<file path="config.mk">
export PLATFORM = sky130hd
export DESIGN_NAME = tnut_mul
export DESIGN_NICKNAME = d
export VERILOG_FILES = /design/src/hw/rtl/tnut_mul.sv
export SDC_FILE = /design/constraint.sdc
export NUM_CORES = 1
export LEC_CHECK = 0
export ABC_CLOCK_PERIOD_IN_PS = 6210
export BUFFER_PORTS_ARGS = -buffer_cell sky130_fd_sc_hd__buf_2
export CAP_MARGIN = 20
export CORE_MARGIN = 4
export CORE_UTILIZATION = 62
export CTS_CLUSTER_DIAMETER = 150
export DETAILED_ROUTE_END_ITERATION = 10
export GPL_ROUTABILITY_DRIVEN = 0
export PLACE_DENSITY = 0.95
export SETUP_SLACK_MARGIN = 0.1
export SYNTH_ARGS = -nofsm -noshare
export SYNTH_HDL_FRONTEND = slang
export SYNTH_SLANG_ARGS = --single-unit
</file>
<file path="constraint.sdc">
create_clock -name clk -period 6.21 [get_ports clk]
set_input_delay 1.242 -clock clk [delete_from_list [all_inputs] [get_ports clk]]
set_output_delay 1.242 -clock clk [all_outputs]
set_load 0.05 [all_outputs]
</file>
<file path="src/hw/rtl/tnut_mul.sv">
// ----------------------------------------------------------------------------
// Trace noise uptime tracker shift-add multiplier
// Serial multiplier: one add of the shifted multiplicand per set multiplier bit.
// ----------------------------------------------------------------------------
module tnut_mul #(
	parameter int XW = 56,
	parameter int YW = 28
) (
	input  logic          clk,
	input  logic          arst_n,
	input  logic          start,
	input  logic [XW-1:0] x,
	input  logic [YW-1:0] y,
	output logic          done,
	output logic [XW-1:0] product
);

	logic          busy_q;
	logic [XW-1:0] acc_q;
	logic [XW-1:0] x_q;
	logic [YW-1:0] y_q;

	always_ff @(posedge clk or negedge arst_n) begin
		if (!arst_n) begin
			busy_q <= 1'b0;
		end else if (start) begin
			busy_q <= 1'b1;
		end else if (busy_q && (y_q == '0)) begin
			busy_q <= 1'b0;
		end
	end

	// The loop stops as soon as no multiplier bits remain.
	always_ff @(posedge clk) begin
		if (start) begin
			acc_q <= '0;
			x_q   <= x;
			y_q   <= y;
		end else if (busy_q && (y_q != '0)) begin
			if (y_q[0]) begin
				acc_q <= acc_q + x_q;
			end
			x_q <= {x_q[XW-2:0], 1'b0};
			y_q <= {1'b0, y_q[YW-1:1]};
		end
	end

	assign done    = busy_q && (y_q == '0);
	assign product = acc_q;

endmodule

</file>
==> results of run 1 <==
-- critical path, delay by kind of cell (launching register included) --
family,cells,cell delay (ps)
fa+ha+maj,2,670
compound gates,7,1960
simple gates,2,330
xor+xnor,1,150
flops,1,420
-- cell families (layout without fill, tap and decap cells) --
family / after synthesis / count (layout) / share of synthesized area (%)
simple gates: 267 / 267 / 14.3
compound gates: 242 / 242 / 18.7
flops: 141 / 141 / 41.1
mux: 84 / 84 / 10.6
buf+inv: 66 / 198 / 3.52
fa+ha+maj: 56 / 56 / 7.94
xor+xnor: 39 / 39 / 3.83
other cells: 0 / 1 / 0
-- cell usage after synthesis, types with 3 or more instances --
master    number  share of area [%]
o21ai_1        4               0.22
o311ai_1       4               0.39
nand3_1       28                1.6
nand2_1      122                5.1
and3_1         6               0.42
a21oi_1       92                5.2
nand4_1       12               0.84
a211oi_2       3               0.42
dfxtp_1       56                 13
a221oi_1       3               0.29
o21ai_0       21                1.2
o21ai_2        3               0.29
o21bai_1      18                1.5
nor4_1        10               0.70
a31oi_1       10               0.70
mux2_2        82                 10
ha_1          55                7.7
a21o_1        32                2.7
and2_1         5               0.35
xor2_1        12                1.2
buf_6          5               0.63
a211oi_1       5               0.42
a41oi_1        3               0.29
nor2b_1        7               0.49
or3_1          4               0.28
buf_2          4               0.22
inv_1         18               0.76
o31ai_1        5               0.42
o21a_1         7               0.59
clkbuf_1      29                1.2
a311o_1        3               0.34
xnor2_1       27                2.7
o211ai_1       3               0.25
edfxtp_1      84                 28
buf_1          7               0.29
nor3_1        18                1.0
nor2_1        34                1.4
-- routing by layer --
metal | track usage [%] | part of all wire (%) | wire length (um)
met2 | 44.7 | 49 | 10600
met3 | 6.04 | 6.4 | 1390
met1 | 33.0 | 41 | 9040
met4 | 11.8 | 3.4 | 750
met5 | 0 | 0 | 0
-- metrics by stage --
step	cells	worst slack (ps)
after floorplan	895	2310
after global placement	1174	2660
after detailed placement	1174	2600
after CTS	1206	2600
after global routing	1208	2370
final	1208	2580
-- layout by cell type, fill, tap and decap left out, types with 6 or more instances in the layout --
master       n
edfxtp_1    84
o21bai_1    18
o21ai_0     21
a21oi_1     92
mux2_2      82
nand4_1     12
nand2_1    120
and3_1       6
xor2_1      12
clkbuf_16   17
a31oi_1     10
inv_1       18
dfxtp_1     56
nor2_1      34
o21a_1       7
nor2b_1      7
ha_1        55
a21o_1      32
xnor2_1     27
nor3_1      18
buf_2      142
nor4_1      10
nand3_1     28
-- final timing paths --
check | from | slack, ps | end
max in group asynchronous | arst_n | 5530 | busy_q$_DFFE_PN0P_
min in group asynchronous | arst_n | 580 | busy_q$_DFFE_PN0P_
setup reg to reg | x_q[0]$_SDFFCE_PN0P_ | 2580 | product[44]$_SDFFE_PP0P_
hold / removal | product[17]$_SDFFE_PP0P_ | 470 | product[17]$_SDFFE_PP0P_
hold reg to reg | product[17]$_SDFFE_PP0P_ | 470 | product[17]$_SDFFE_PP0P_
setup / recovery | x_q[0]$_SDFFCE_PN0P_ | 2580 | product[44]$_SDFFE_PP0P_
-- flip-flops by register name (all words and copies together), names as in the netlist --
| register | flops |
|---|---|
| product | 56 |
| x_q | 56 |
| y_q | 28 |
| busy_q | 1 |
-- area by class of cell --
cell class | count | area (um2) | area share [%]
Multi-Input combinational cell | 688 | 4950 | 48.0
Sequential cell | 141 | 3670 | 35.6
Timing Repair Buffer | 148 | 776 | 7.53
Clock buffer | 17 | 425 | 4.13
Tap cell | 180 | 225 | 2.18
Clock inverter | 15 | 198 | 1.92
Inverter | 18 | 67.6 | 0.655
Antenna cell | 1 | 2.50 | 0.0243
-- power by group --
group          leakage [nW]  switching, W  internal (W)
clock                 0.302      0.000456      0.000614
sequential             1.37      0.000115       0.00114
combinational          2.84       0.00101      0.000566
total                  4.51       0.00158       0.00232
==> results.md, run 1 <==
* Hold depth at 2
* Dominant synthesized flop cell: edfxtp_1
* Initial antenna violation count at 1
* CP Launch Type: flop
* Fin. Hold Viols at 0
* CTS H-tree depth at 4
* GRT Residual Overflow at 0
* Maximum clock insertion buffer count at 2
* Crit end category: flop
* Synth Area per Inst at 9.96 um2
* Hold WS at 469 ps
* Max rail drop VDD at 286 uV
* RSZ-0062 raised after global routing: false
* Crit path largest cell delay at 530 ps
* Register area share after synthesis at 41.1%
* Clk_skew at 10.6 ps
* Tcrit/Tclk final at 58.5%
* Crit-path slowest cell: a2111oi_2
* Die ar. at 16400 um2
* Final setup violation count at 0
* Clock Sinks at 141
* Row Count at 43
* Fraction of layout cells with a size suffix above 1 at 28.5%
* Syn_nets at 1038
* Largest fanout on the critical path at 4
* Root buffer cell: clkbuf_16
* Remaining antenna violation count after routing at 0
* WL per Instance at 18.0 um
* I/O pins at 144
* Placed Area at 9660 um2
* Post-synth EDFFs at 84
* Pwr Density at 378 nW/um2
* Nets at 1157
* DRC viols at 0
* Status: finished clean
* CTS Hold Buffers Added at 0
* Crit path DAT at 3970 ps
* Synthesis-to-finish area growth at 15.6%
* Hold Crit Class: reg -> reg
* DRT Pass-1 Iters at 5
* Core Footprint at 14000 um2
* Total power at 0.00390 W
* Max Clk Rate at 275 MHz
* Dpl hpwl at 15100 um
* Yosys Warn Count at 0
* CTS Buf Count at 17
* Clk Latency, worst-skew pair at 430 ps
* Post-CTS Setup Bufs at 0
* Slew Limit Fails at 0
* Die Ht at 128 um
* Netlist cell types at 81
* Async S/R FF share, synth at 0.709%
* Starting density of the core at 63.8%
* Design area at 10300 um2
* Syn Inst Count at 895
* Reg2Reg Depth at 12
* Max Cap Viol at 0
* Clock Pin Slew Worst Setup and Hold Paths at 70 ps
* CTS tree: done
* Slew headroom at 41.5%
* DRT iter0 DRCs at 591
* Vias per inst at 6.22
* Largest net degree at the start of global routing at 85
* DR vias at 7519
* Final-layout fill cell count at 970
* #FFs+latches synth at 141
* Vias in the first global route at 7359
* Worst setup path category: reg -> reg
* Fin util at 73.7%
* Critical path cell sequence: ha_1 > fa_1 > a21oi_1 > o21ai_2 > a2111oi_2 > o31a_1 > o211ai_2 > a31oi_1 > or4b_4 > nand2_2 > xnor2_1 > o31ai_2
* GRT Resource Usage Total at 26.7%
* Worst Max-Slew Pin Slew at 875 ps
* Min Tclk post-route at 3630 ps
* I/O Buffers at 143
* Die W at 128 um
* P_leak at 4.51 nW
* Post-route setup TNS at 0 ps
* Routed WL at 21800 um
* Post-CTS resize count at 0
* Critical Path RT at 6550 ps
* Mapped Area at 8920 um2
* First-pass GRT wire length at 35300 um
Note: power is estimated with default switching activity, not from simulation.
==> inputs of run 2 (changes only) <==
Settings changed: ABC_AREA set to 1, ABC_CLOCK_PERIOD_IN_PS 6210 to 3700, CORE_UTILIZATION 62 to 60, PLACE_DENSITY 0.95 to 0.94.
Clock period 6.21 ns to 3.7 ns, I/O delays scaled along.
==> run 2 against run 1 <==
  * Setup slack worse by 1400 ps
  * Final area increased by 21%
  * Count of clock-buffer cells in the layout is 1 higher
  * Via count grew 51%
  * Register-to-register slack worse by 1400 ps
  * Critical path type is now reg -> out
  * Largest power group is now registers
  * Highest routed layer is now met5
==> results.md, run 2 <==
* DR vias at 11385
* Dpl hpwl at 23500 um
* Syn Inst Count at 1736
* Final setup violation count at 0
* I/O Buffers at 143
* Pwr Density at 454 nW/um2
* Core Footprint at 18000 um2
* Synth Area per Inst at 6.32 um2
* Clock Power Share at 30.8%
* Critical path cell sequence: inv_1 > nand4_1 > nor3_2 > nand3_2 > nor2_1 > buf_2
* Pre-CTS setup slack at 1310 ps
* Crit path largest cell delay at 440 ps
* Most frequent cells in the layout: nand2_1 (709), inv_1 (352), buf_2 (142)
* Dominant synthesized flop cell: edfxtp_1
* Post-route setup TNS at 0 ps
* Initial antenna violation count at 1
* Netlist cell types at 39
* DRC viols at 0
* Largest fanout on the critical path at 3
* #FFs+latches synth at 141
* Leading cell type in the layout, fill and taps excluded: nand2_1
* ANT cells at 0
* Post-synth EDFFs at 84
* Reg2Reg Depth at 9
* Combinational share of power at 34.5%
* Vias in the first global route at 10529
* Design area at 12400 um2
* P_int at 0.00334 W
* GRT Residual Overflow at 0
* Syn_nets at 1879
* Crit-path slowest cell: edfxtp_1
* Hold Crit Class: in -> async
* Crit end category: output port
* CTS H-tree depth at 4
* Vias per inst at 5.40
* Register share of total power at 34.7%
* Yosys top cell area share at 24.3%
* P_leak at 7.12 nW
* Max Clk Rate at 390 MHz
* WL per Instance at 14.8 um
* CP Launch Type: flop
* Die ar. at 20500 um2
* Maximum clock insertion buffer count at 2
* Critical Path RT at 2960 ps
* Fin. Hold Viols at 0
* Remaining antenna violation count after routing at 0
* Most common cell in the synthesized netlist: nand2_1
* Largest net degree at the start of global routing at 119
* Clk_skew at 14.1 ps
* Clock Sinks at 141
* Starting density of the core at 61.1%
* Post-CTS resize count at 0
* Post-CTS Setup Bufs at 0
* I/O pins at 144
* DRT Pass-1 Iters at 6
* Fin util at 69.3%
* Setup ws final at 1130 ps
* Switching Share at 40.9%
* Fraction of layout cells with a size suffix above 1 at 12.9%
* Root buffer cell: clkbuf_16
* Max rail drop VDD at 370 uV
* Synth area leaders: nand2_1 (24%), edfxtp_1 (23%), inv_1 (12%)
* Synthesis-to-finish area growth at 13.4%
* Max Cap Viol at 0
* Yosys Warn Count at 0
* Die W at 143 um
* GRT Resource Usage Total at 30.7%
* Tcrit/Tclk final at 69.3%
* CTS tree: done
* Clk Latency, worst-skew pair at 450 ps
* Worst setup path category: reg -> out
* RSZ-0062 raised after global routing: false
* Slew headroom at 25.3%
* Worst Max-Slew Pin Slew at 1120 ps
* Min Tclk post-route at 2570 ps
* Status: finished clean
* Row Count at 49
* Top cells by count, synth: nand2_1 (710), inv_1 (352), nand3_1 (86), edfxtp_1 (84), nor2_1 (82)
* P_sw at 0.00231 W
* Area leader, netlist: nand2_1
* Placed Area at 11900 um2
* Clock Pin Slew Worst Setup and Hold Paths at 70 ps
* CTS Buf Count at 17
* DRT iter0 DRCs at 1355
* Nets at 2011
* Slew Limit Fails at 0
* Die Ht at 143 um
* First-pass GRT wire length at 50300 um
* Register area share after synthesis at 33.4%
* Crit path DAT at 1830 ps
* Async S/R FF share, synth at 0.709%
* CTS Hold Buffers Added at 0
* Mapped Area at 11000 um2
* Routed WL at 31300 um
run 2: changes by cell type in the layout (fill, tap and decap cells not counted), sizes merged, moves of 16 or more:
cell / change
mux2: -83
nand2: +599
a21o: -33
nor2: +75
o21bai: -16
a21oi: -34
o21ai: +25
o21a: +19
inv: +348
nand3: +66
run 2: final cells by class:
| cell class | count | area (um2) |
|---|---|---|
| clock buffer | 18 | 429 |
| clock inverter | 14 | 158 |
| fill | 1471 | 5520 |
| inverter | 362 | 1360 |
| multi-input combinational | 1198 | 5790 |
| sequential | 141 | 3670 |
| tap | 229 | 287 |
| timing repair buffer | 148 | 756 |
run 2: final timing paths:
path	from	endpoint	slack (ps)
min reg2reg	product[0]$_SDFFE_PP0P_	product[0]$_SDFFE_PP0P_	490
max reg2reg	y_q[0]$_DFFE_PP_	product[23]$_SDFFE_PP0P_	1200
min	arst_n	busy_q$_DFFE_PN0P_	60
max	y_q[0]$_DFFE_PP_	done	1130
min in group clk	product[0]$_SDFFE_PP0P_	product[0]$_SDFFE_PP0P_	490
max in group asynchronous	arst_n	busy_q$_DFFE_PN0P_	3550
run 2: logic make-up after synthesis:
kind of cell               synth area share [%]
and+or+nand+nor                            36.8
buffers and inverters                      13.9
AOI/OAI and AO/OA                          7.51
DFF                                        33.4
adders and majority gates                  6.45
xor gates and xnor gates                   1.91
run 2: per-layer routing:
layer  global-route usage [%]  part of all wire (%)  routed length [um]
met1                     40.1                    40               12600
met2                     48.6                    44               13800
met3                     7.67                    12                3640
met4                     13.5                   4.0                1250
met5                        0                 0.022                   7
run 2: critical path, delay by kind of cell, from the launching register on:
kind	cells	cell delay, ps
buffers and inverters	2	360
DFF	1	440
and+or+nand+nor	4	570
run 2: through the flow:
stage	total power, W	instances	hold slack (ps)
final	0.00565	2110	60.6
after global routing	0.00592	2110	43.3
after CTS	0.00560	2110	46.6
after detailed placement	0.00386	2078	477
after global placement	0.00381	2078	474
after floorplan	0.00338	1736	444
run 2: power groups by stage:
stage               sequential, W  combinational [W]  clock (W)
finish                    0.00196            0.00195    0.00174
global route              0.00197            0.00213    0.00181
floorplan                 0.00222            0.00115          0
global placement          0.00198            0.00183          0
detailed placement        0.00199            0.00188          0
CTS                       0.00196            0.00190    0.00174
